===== src/thq_pkg.sv =====
// Shared widths, item kind codes and register indexes for the terrain height query block.
package thq_pkg;

	localparam int MAX_COLUMNS = 256;
	localparam int MAX_ROWS    = 256;

	localparam int H_W      = 24;                    // Q15.8 height / coordinate
	localparam int ADDR_W   = 16;                    // store address
	localparam int DEPTH    = 1 << ADDR_W;
	localparam int CNT_W    = 9;                     // grid count registers
	localparam int SP_W     = 16;                    // spacing Q8.8
	localparam int DEN_W    = SP_W + 1;              // 2*spacing
	localparam int NUM_W    = 26;                    // non-negative cell numerator
	localparam int FRAC_W   = 16;                    // Q0.16 fraction
	localparam int QUOT_W   = NUM_W + FRAC_W;
	localparam int VERT_W   = $clog2(MAX_COLUMNS > MAX_ROWS ? MAX_COLUMNS : MAX_ROWS);
	localparam int ITER_W   = $clog2(QUOT_W);
	localparam int DATA_W   = 16;                    // configuration write data

	localparam logic [1:0] KIND_QUERY = 2'd0;
	localparam logic [1:0] KIND_LOAD  = 2'd1;
	localparam logic [1:0] KIND_ADD   = 2'd2;
	localparam logic [1:0] KIND_FLAT  = 2'd3;

	localparam logic [1:0] REG_COLUMNS = 2'd0;
	localparam logic [1:0] REG_ROWS    = 2'd1;
	localparam logic [1:0] REG_SPACING = 2'd2;

endpackage


===== src/thq_div.sv =====
// Restoring divider, one quotient bit per cycle: quot = (num << 16) / den.
module thq_div (
	input  logic                             clk,
	input  logic                             arst_n,
	input  logic                             start,
	input  logic [thq_pkg::NUM_W-1:0]        num,
	input  logic [thq_pkg::DEN_W-1:0]        den,
	output logic [thq_pkg::QUOT_W-1:0]       quot,
	output logic                             div_done
);

	logic [thq_pkg::DEN_W:0]      rem_q;
	logic [thq_pkg::QUOT_W-1:0]   quot_q;
	logic [thq_pkg::DEN_W-1:0]    den_q;
	logic [thq_pkg::ITER_W-1:0]   cnt_q;
	logic                         run_q;
	logic                         done_q;
	logic [thq_pkg::DEN_W:0]      trial;
	logic                         fits;

	assign trial = {rem_q[thq_pkg::DEN_W-1:0], quot_q[thq_pkg::QUOT_W-1]};
	assign fits  = trial >= {1'b0, den_q};

	always_ff @(posedge clk or negedge arst_n) begin
		if (!arst_n) begin
			run_q  <= 1'b0;
			done_q <= 1'b0;
			cnt_q  <= '0;
		end else begin
			done_q <= 1'b0;
			if (start) begin
				run_q <= 1'b1;
				cnt_q <= '0;
			end else if (run_q) begin
				cnt_q <= cnt_q + 1'b1;
				if (cnt_q == thq_pkg::ITER_W'(thq_pkg::QUOT_W - 1)) begin
					run_q  <= 1'b0;
					done_q <= 1'b1;
				end
			end
		end
	end

	always_ff @(posedge clk) begin
		if (start) begin
			rem_q  <= '0;
			quot_q <= {num, {thq_pkg::FRAC_W{1'b0}}};
			den_q  <= den;
		end else if (run_q) begin
			rem_q  <= fits ? trial - {1'b0, den_q} : trial;
			quot_q <= {quot_q[thq_pkg::QUOT_W-2:0], fits};
		end
	end

	assign quot     = quot_q;
	assign div_done = done_q;

endmodule


===== config.mk =====
export PLATFORM = sky130hd
export DESIGN_NAME = thq_div
export DESIGN_NICKNAME = d
export VERILOG_FILES = /design/src/thq_pkg.sv /design/src/thq_div.sv
export SDC_FILE = /design/constraint.sdc
export NUM_CORES = 1
export LEC_CHECK = 0
export BUFFER_PORTS_ARGS = -buffer_cell sky130_fd_sc_hd__buf_2
export CAP_MARGIN = 20
export CORE_MARGIN = 8
export CORE_UTILIZATION = 49
export CTS_CLUSTER_DIAMETER = 100
export DETAILED_ROUTE_END_ITERATION = 10
export GPL_TIMING_DRIVEN = 0
export PLACE_DENSITY = 0.77
export SLEW_MARGIN = 0
export SYNTH_ARGS = -nofsm -noshare
export SYNTH_HDL_FRONTEND = slang
export SYNTH_SLANG_ARGS = --single-unit

===== constraint.sdc =====
create_clock -name clk -period 3 [get_ports clk]
set_clock_uncertainty 0.2 [all_clocks]
set_input_delay 0.3 -clock clk [delete_from_list [all_inputs] [get_ports clk]]
set_output_delay 0.3 -clock clk [all_outputs]
set_load 0.02 [all_outputs]

Yosys cells after proc, flatten, opt, wreduce, memory -nomap -nowiden
Index checks and enable logic that the tools add are counted.
{"block": "totals", "register_bits": 84, "inputBits": 46, "output_inout_bits": 43, "wordCells": 23}
{"block": "op_classes", "add_sub_neg": 2, "order_cmp": 1, "eq_ne": 1, "muxes": 11, "n_reduce_logical": 1}
{"op": "$mux 42", "n": 2}
{"op": "$ge 18x17->1", "n": 1}
{"op": "$mux 17", "n": 1}
{"op": "$sub 17x17->17", "n": 1}
{"op": "$mux 6", "n": 2}
{"op": "$add 6x1->6 const B", "n": 1}
{"op": "$eq 6x6->1 const B", "n": 1}
{"op": "$mux 1", "n": 6}
{"op": "$reduce_bool 2->1", "n": 1}

Depth between registers and ports, before layout
Gate-level depths: netlist of the first run.
{"block": "depth", "ltp_word": 4, "depth_mapped": 12}

Least setup slack after synthesis of the first run
OpenSTA, ideal clock, no wires.
{"block": "synth_timing", "path_kind": "reg-to-reg", "from": "register quot_q (netlist bit quot[41])", "to": "register rem_q[7] in the netlist's numbering", "t_arrival_ps": 2935, "required_time_ps": 2714, "path_slack_ps": -220, "stages_incl_launch_ff": 12, "path_buffers": 0, "synth_period_minus_slack_ps": 3220, "path_cell_list": "edfxtp_1 > inv_1 > ha_1 > inv_1 > fa_1 > a21o_1 > a221oi_4 > o221ai_2 > o41ai_4 > inv_1 > mux2i_1 > a211oi_1"}
{"block": "synth_between", "elab_chain_cells": 2, "word_cells_on_any_way": 3}
{"element": "start: declaration", "line_no": "thq_div.sv:13", "source": "logic [thq_pkg::QUOT_W-1:0] quot_q;"}
{"element": "start signal: assignment", "line_no": "thq_div.sv:47", "source": "quot_q <= {num, {thq_pkg::FRAC_W{1'b0}}};"}
{"element": "start signal: assignment", "line_no": "thq_div.sv:51", "source": "quot_q <= {quot_q[thq_pkg::QUOT_W-2:0], fits};"}
{"element": "$sub 17x17->17 or $ge 18x17->1 (tied branches)", "line_no": "thq_div.sv:50, thq_div.sv:22"}
{"element": "$mux 17 *", "line_no": "thq_div.sv:50", "source": "rem_q <= fits ? trial - {1'b0, den_q} : trial;"}
{"element": "end signal: assignment", "line_no": "thq_div.sv:50"}
{"element": "end: declaration", "line_no": "thq_div.sv:12", "source": "logic [thq_pkg::DEN_W:0] rem_q;"}
Mark *: on every way between the ends. The rest lies on a longest branch, timed or not.
A chain may end at the register's enable or synchronous reset.

Final worst setup path of the first run
{"block": "layout_timing", "from": "register quot_q (netlist bit quot[41])", "to": "register rem_q[4] in the netlist's numbering"}
Same word-level chain as after synthesis.

==> out/metrics.yaml, run 1 <==
p_leak_nw: 2.418
placement_rows: 33
gp_congestion: 0.8717
critPathTopFamily: "compound AO/OA/AOI/OAI gates"
drive_gt1_share_pct: 25.25
worstPathRequired_ns: 3.03
grt_pass1_vias: 3264
finalCriticalPeriod_ns: 2.874
yosys_warnings: 0
synth_compound_area_share_pct: 17.98
cts_buffers: 9
nets: 564
n_fill_cell: 661
hold_class: "in -> reg"
p_sw_uw: 642.8
synth_cell_types: 50
start_util_pct: 50.05
worst_pin_slew_ns: 0.9859
peakVddDrop_mv: 0.3016
grt_usage_pct: 16.35
cpPeakStageDelay_ns: 0.41
insertedDiodeCount: 0
finalCritPeriodShare_pct: 95.82
multi_input_area_um2: 1779
synthTopCellsByArea: "edfxtp_1 32%, dfxtp_1 16%, ha_1 5.8%"
cts_max_path_buffers: 2
combinationalPowerShare_pct: 12.8
synth_area_um2: 4071
cp_cell_sequence: "inv_2 -> ha_4 -> inv_2 -> fa_2 -> a21o_1 -> a221oi_4 -> o221ai_4 -> o41ai_4 -> buf_4 -> buf_6 -> nor2_1 -> a21oi_1 -> a211oi_1"
die_area_um2: 11480
wl_mm: 9.361
ys_ff_latch: 84
critical_path.max_fanout: 6
p_seq_share_pct: 52.0
core_um2: 8134
initialDrtViolationCount: 150
grt_pass1_wl_mm: 15.28
async_reset_ff_share_pct: 9.524
final_util_pct: 63.50
syn_inst: 371
final_max_slew_viol_count: 0
cp.arrival_ns: 2.91
worstSetupEndpointType: "flip-flop"
p_sw_share_pct: 25.69
syn_avg_cell_area_um2: 10.97
die_h_um: 107.2
synth_flop_cell: "edfxtp_1"
crit_type: "reg -> reg"
place_hpwl_mm: 6.754
antenna_left: 0
fin_cells: 608
drc: 0
vias: 3267
io-pin-count: 89
synth_fa_ha_area_share_pct: 6.331
yosys-mux-area-fraction_pct: 4.179
synth_top_cell_by_area: "edfxtp_1"
p_clk_share_pct: 35.2
dpl_cell_area_um2: 4648
areaGrowthSynthToFinish_pct: 26.86
synth_top_area_share_pct: 31.71
status: "finished, final reports clean"
design_area_um2: 5165
slew_headroom_pct: 34.20
synthSimpleGateAreaFrac_pct: 10.51
wl_per_cell_um: 15.40
maxCapViolations: 0
hold_ws_ns: 0.01289
fp.dieW_um: 107.2
via_per_inst: 5.373
worst_path_max_delay_cell: "edfxtp_1"
antenna_found_initial: 0
ys_seq_area_share_pct: 52.86
grt_max_degree: 27
htreeDepth: 3
hold_viol_final: 0
synthTopCellsByCount: "43 x edfxtp_1, 38 x nor2_1, 33 x dfxtp_1"
yosysMostFrequentCell: "edfxtp_1"
grt_overflow: 0
numPlacedInstances: 564
root_buffer: "clkbuf_8"
startpoint_type: "flip-flop"
path_clk_slew_ns: 0.09
fmax_mhz: 347.9
synth_edf_count: 43
ff_latch_area_um2: 2152
cp_num_buf_inv: 4
firstDrtPassIters: 4
cpMostUsedCell: "inv_2"
synth_top_family_by_area: "compound AO/OA/AOI/OAI gates"
portBuffers: 88
intPower_mw: 1.859
fin_tns_setup_ns: 0
clk_latency_ns: 0.36
power_density_nw_per_um2: 484.4
clock-sinks: 84
synth_xor_area_share_pct: 3.872
setup_viol: 0
syn_nets: 437
tritoncts: "done"
-- per-layer routing --
metal / routed length [um] / GRT usage [%] / vias to the layer above
li1: - / - / 1620
met1: 4313 / 20.08 / 1544
met2: 4422 / 27.23 / 87
met3: 452 / 3.179 / 16
met4: 173 / 7.236 / 0
met5: 0 / 0 / -
-- cell type report --
class                      count  share of cell area [%]
clock buffer                  11                   2.955
timing repair buffer         116                   13.54
buffer                        20                   1.817
sequential                    84                   41.67
multi-input combinational    243                   34.45
inverter                      24                   1.744
tap                          105                   2.544
clock inverter                 5                   1.284
-- stage by stage --
step	power (mW)	worst slack, ns
finish	2.502	0.1255
global route	2.595	-0.01912
detailed placement	1.614	-0.3996
CTS	2.503	0.02628
global placement	1.606	-0.3689
floorplan	1.507	-0.1666
-- path summary, 6_finish.rpt --
check / start / to / slack (ns) / depth (start not counted)
worst max-delay path: quot[41] / rem_q[4] / 0.13 / 13
worst min-delay path: num[24] / quot[40] / 0.01 / 3
worst max register to register: quot[41] / rem_q[4] / 0.13 / 13
worst min register to register: rem_q[8] / rem_q[8] / 0.31 / 2
max in group asynchronous: arst_n / cnt_q[5] / 2.34 / 2
min in group asynchronous: arst_n / cnt_q[1] / 0.09 / 2
-- worst register-to-register path, stage by stage (launching register included) --
cell and delay (ns):
edfxtp_1 0.41, inv_2 0.09, ha_4 0.13, inv_2 0.04, fa_2 0.36, a21o_1 0.20
a221oi_4 0.33, o221ai_4 0.18, o41ai_4 0.21, buf_4 0.21, buf_6 0.12, nor2_1 0.04
a21oi_1 0.14, a211oi_1 0.09
-- cell usage in the layout, fill, tap and decap left out, types with 7 or more instances in the layout --
cell type and instances:
xor2_1 11, dfrtp_1 8, dfxtp_1 33, dlygate4sd3_1 18, xnor2_1 7, edfxtp_1 43
clkbuf_1 16, ha_1 18, nor2_1 37, nand2_1 24, a21oi_1 17, buf_4 9
a22o_1 25, mux2i_1 17, o21ai_0 15, clkbuf_8 9, inv_1 21, buf_2 88
-- power groups by stage --
stage / Combinational, mW / Sequential, mW / Clock [mW]
floorplan: 0.145 / 1.36 / 0
global placement: 0.284 / 1.32 / 0
global route: 0.351 / 1.31 / 0.937
finish: 0.321 / 1.30 / 0.881
CTS: 0.314 / 1.30 / 0.890
detailed placement: 0.290 / 1.32 / 0
-- state kept, by name, summed over array words and instances, names as in the netlist --
signal / flops
rem_q: 17
cnt_q: 6
run_q: 1
quot: 42
div_done: 1
den_q: 17
-- repair_timing --
item,in CTS,in global routing
endpoints found under the hold margin,25,0
pin swaps,2,7
buffers inserted,5,5
gates resized for setup,1,9
cloned,0,0
hold buffers,18,0
setup endpoints to repair,18,17
-- cell families (layout without fill, tap and decap cells) --
family,after synthesis,count (layout)
XOR/XNOR,18,18
AO/OA/AOI/OAI,95,95
AND/OR/NAND/NOR,93,93
adder cells (fa/ha/maj),20,20
flip-flops,84,84
buffers and inverters,44,176
multiplexers,17,17
No activity file was read; power rests on OpenSTA's default activity.
==> run 2: changes to the inputs <==
Settings changed: BUFFER_PORTS_ARGS -buffer_cell sky130_fd_sc_hd__buf_2 to not set, CORE_UTILIZATION 49 to 55, DONT_BUFFER_PORTS set to 1, PLACE_DENSITY 0.77 to 0.84.
==> run 2 against run 1 <==
The run now ends with negative setup slack left. Wire length rose by 6.8%. Sequential share of layout area rose by 1.6 points. Critical path type unchanged. Largest cell class unchanged. Cell area fell by 3.8%. Global-route usage rose by 3.7 points. Final cell count fell by 12%.
==> out/metrics.yaml, run 2 (same netlist as run 1, synthesis figures left out) <==
worst_pin_slew_ns: 0.9846
cp-startpoint: "quot[41]"
rsz0062_at_grt: "true"
finalCriticalPeriod_ns: 3.174
core_um2: 7214
htreeDepth: 3
portBuffers: 0
maxCapViolations: 0
via_per_inst: 5.825
multi_input_area_um2: 1799
final_max_slew_viol_count: 0
layout_common_cells: "45 x dlygate4sd3_1, 43 x edfxtp_1, 36 x nor2_1"
crit_type: "reg -> reg"
placement_rows: 31
critical_path.max_fanout: 6
antenna_left: 0
timing.rr.start: "quot[41]"
hold_class: "in -> async"
clk_latency_ns: 0.36
startpoint_type: "flip-flop"
n_fill_cell: 560
finalCritPeriodShare_pct: 105.8
grt_pass1_vias: 3271
insertedDiodeCount: 0
grt_pass1_wl_mm: 16.22
cp.arrival_ns: 3.21
die_h_um: 102.0
drc: 0
fin_cells: 538
initialDrtViolationCount: 182
cts_buffers: 9
fmax_mhz: 315.1
fp.dieW_um: 102.0
cts_max_path_buffers: 2
status: "finished, violations left"
finalPower_mw: 2.409
numPlacedInstances: 470
p_leak_nw: 2.141
firstDrtPassIters: 4
nets: 500
io-pin-count: 89
place_hpwl_mm: 6.594
grt_overflow: 0
worstPathRequired_ns: 3.03
areaGrowthSynthToFinish_pct: 22.07
hold_viol_final: 0
violations: "negative setup slack"
grt_max_degree: 27
largest_register_ffs: 42
start_util_pct: 56.43
gp_congestion: 0.8585
worst_slack_ns: -0.1736
dpl_worst_slack_ns: -0.5992
power_density_nw_per_um2: 484.7
dpl_cell_area_um2: 4200
slew_headroom_pct: 34.29
vias: 3134
clock-sinks: 84
grt_usage_pct: 20.08
drive_gt1_share_pct: 10.48
path_clk_slew_ns: 0.09
tritoncts: "done"
die_area_um2: 10410
wl_per_cell_um: 18.58
ff_latch_area_um2: 2152
setup_viol: 18
root_buffer: "clkbuf_8"
peakVddDrop_mv: 0.2992
antenna_found_initial: 0
design_area_um2: 4970
worstSetupEndpointType: "flip-flop"
fin_tns_setup_ns: -1.763
layout_commonest_cell: "dlygate4sd3_1"
wl_mm: 9.996
-- run 2: cell count changes in the layout (fill, tap and decap cells not counted), moves of 3 or more --
| cell | delta |
|---|---|
| dlygate4sd3_1 | +27 |
| buf_2 | -88 |
| buf_4 | -5 |
| a21oi_1 | -3 |
| a21oi_2 | +3 |
| buf_6 | +3 |
-- run 2: worst max-delay path: stages (launching register included) --
cell,delay (ns)
edfxtp_1,0.54
inv_1,0.11
ha_2,0.18
inv_2,0.04
fa_2,0.35
a21o_1,0.22
a221oi_4,0.31
o221ai_2,0.18
o41ai_4,0.33
buf_6,0.19
buf_6,0.12
nor2_2,0.04
a21oi_2,0.14
a211oi_2,0.10
-- run 2: final cells by class --
cell class | instances | share of cell area (%)
plain buffers | 20 | 1.813
clock buffers | 10 | 2.996
clock inverters | 6 | 0.9819
inverters | 24 | 1.863
multi-input cells | 243 | 36.20
flip-flops and latches | 84 | 43.30
well taps | 99 | 2.492
repair buffers | 52 | 10.35
-- run 2: per-stage QoR --
stage	hold WS, ns	util (%)
after global placement	-0.1951	58.22
after CTS	0.07140	68.78
final	0.07347	68.89
after floorplan	-0.1956	-
after detailed placement	-0.1952	58.22
after global routing	0.09293	68.89
-- run 2: worst paths after layout --
check                           end  slack, ns  depth (start not counted)
max                        rem_q[4]      -0.17                         13
min                        cnt_q[0]       0.07                          1
max reg2reg                rem_q[4]      -0.17                         13
min reg2reg                rem_q[1]       0.31                          2
max in group asynchronous  cnt_q[2]       2.26                          1
min in group clk              run_q       0.23                          3
-- run 2: report_power, final --
part           switching (mW)  total, mW  internal (mW)
Clock                   0.443      0.808          0.365
Sequential             0.0805       1.35           1.27
Combinational           0.126      0.248          0.121
Total                   0.650       2.41           1.76
-- run 2: what timing repair did --
action / in CTS / in global routing
endpoints found under the setup margin: 18 / 18
gates cloned: 1 / 0
setup buffers: 6 / 0
hold buffers: 45 / 0
gates resized for setup: 20 / 3
hold endpoints to repair: 68 / 0
pin swaps: 12 / 6
-- run 2: routing by layer --
metal | track usage [%] | wire length, um
met1 | 21.71 | 4005
met4 | 9.481 | 214
met2 | 35.43 | 5071
met3 | 5.586 | 704
met5 | 0 | 0
==> run 3: changes to the inputs <==
Settings changed: PLACE_DENSITY 0.84 to 0.81.
Clock period 3 ns to 3.15 ns, I/O delays scaled along.
==> run 3 against run 2 <==
The run still ends with negative setup slack left. Final cell count increased by 0.37%. Combinational power shrank 6%. Sequential share of layout area is 0.20 points lower. Worst setup slack improved by 0.14 ns. Cell area rose by 0.45%. Via count rose by 0.89%. Fmax fell by 0.23%. Wire length fell by 2.3%. Non-clock buffer count up 2. Core utilization is 0.31 points higher. Critical path type unchanged. Largest power group unchanged. Highest routed layer unchanged.
==> out/metrics.yaml, run 3 (same netlist as run 1, synthesis figures left out) <==
status: "finished, violations left"
violations: "negative setup slack"
grt_pass1_vias: 3088
antenna_left: 0
crit_cells: 13
root_buffer: "clkbuf_8"
tritoncts: "done"
antenna_found_initial: 0
finalCritPeriodShare_pct: 101.0
largest_register_ffs: 42
maxCapViolations: 0
cp.arrival_ns: 3.22
power_density_nw_per_um2: 467.1
grt_pass1_wl_mm: 15.34
cp_cell_sequence: "inv_1 -> ha_2 -> inv_2 -> fa_2 -> a21o_1 -> a221oi_4 -> o221ai_2 -> o41ai_4 -> buf_6 -> buf_6 -> nor2_1 -> a21oi_1 -> a211oi_1"
portBuffers: 0
worst_slack_ns: -0.03093
hold_class: "in -> async"
grt_overflow: 0
worstPathRequired_ns: 3.18
final_max_slew_viol_count: 0
finalCriticalPeriod_ns: 3.181
wl_mm: 9.765
place_hpwl_mm: 6.341
initialDrtViolationCount: 225
critPathTopFamily: "compound AO/OA/AOI/OAI gates"
start_util_pct: 56.43
grt_usage_pct: 18.95
rsz0062_at_grt: "true"
cp_num_buf_inv: 4
peakVddDrop_mv: 0.3138
hold_viol_final: 0
core_um2: 7214
worst_pin_slew_ns: 0.9662
drc: 0
worst_path_max_delay_cell: "edfxtp_1"
worstRegToRegCells: 13
fmax_mhz: 314.4
grt_max_degree: 27
insertedDiodeCount: 0
cts_max_path_buffers: 2
ff_latch_area_um2: 2152
setup_viol: 3
cpPeakStageDelay_ns: 0.55
fp.dieW_um: 102.0
crit_type: "reg -> reg"
startpoint_type: "flip-flop"
htreeDepth: 3
areaGrowthSynthToFinish_pct: 22.62
drive_gt1_share_pct: 9.977
via_per_inst: 5.856
layout_commonest_cell: "dlygate4sd3_1"
worstSetupEndpointType: "flip-flop"
cts_buffers: 9
n_fill_cell: 541
cpMostUsedCell: "buf_6"
placement_rows: 31
io-pin-count: 89
firstDrtPassIters: 5
hold_ws_ns: 0.08922
clk_latency_ns: 0.37
die_area_um2: 10410
path_clk_slew_ns: 0.10
fin_tns_setup_ns: -0.04926
clock-sinks: 84
slew_headroom_pct: 35.52
critical_path.max_fanout: 6
wl_per_cell_um: 18.08
p_leak_nw: 2.155
die_h_um: 102.0
final_util_pct: 69.20
multi_input_area_um2: 1780
nets: 502
layout_common_cells: "45 x dlygate4sd3_1, 43 x edfxtp_1, 36 x nor2_1"
vias: 3162
gp_congestion: 0.8450
run 3: cell types whose count changed in the layout (fill, tap and decap cells not counted), sizes merged:
cell,delta
inv,-1
clkinv,+1
bufinv,+1
buf,+1
run 3: final cells by class:
class / instances / share of cell area [%]
repair buffers: 54 / 10.95
clock buffers: 9 / 2.481
inverters: 24 / 1.805
flip-flops and latches: 84 / 43.11
clock inverters: 7 / 1.629
plain buffers: 20 / 1.880
multi-input cells: 243 / 35.66
well taps: 99 / 2.481
run 3: metal layers:
layer,vias to the layer above,global-route usage (%),part of all wire [%]
li1,1490,-,-
met1,1535,22.58,42
met2,118,31.28,49
met3,19,5.995,7.6
met4,0,6.998,1.8
met5,-,0,0
run 3: final timing paths:
path                          start        to  slack (ns)
max in group asynchronous    arst_n  cnt_q[2]        2.39
setup / recovery           quot[41]  rem_q[6]       -0.03
setup reg to reg           quot[41]  rem_q[6]       -0.03
hold / removal               arst_n  cnt_q[0]        0.09
min in group clk              start     run_q        0.19
hold reg to reg            rem_q[1]  rem_q[1]        0.30
run 3: where the power goes:
part,internal (mW),switching [mW]
Combinational,0.116,0.118
Clock,0.380,0.430
Sequential,1.21,0.0763
Total,1.71,0.624
run 3: repair_timing:
item | in CTS | in global routing
buffers inserted | 6 | 2
resized for setup | 0 | 18
setup endpoints to repair | 18 | 18
pin swaps | 4 | 8
endpoints found under the hold margin | 68 | 0
gates cloned | 0 | 1
hold buffers | 45 | 0
run 3: per-stage QoR:
step | setup slack, ns | std cells | total power, mW | instance area, um^2
finish | -0.03093 | 540 | 2.332 | 4992
floorplan | -0.01714 | 371 | 1.436 | 4076
global placement | -0.3763 | 470 | 1.472 | 4200
global route | -0.1621 | 540 | 2.409 | 4992
detailed placement | -0.4629 | 470 | 1.479 | 4200
CTS | -0.004523 | 537 | 2.332 | 4901
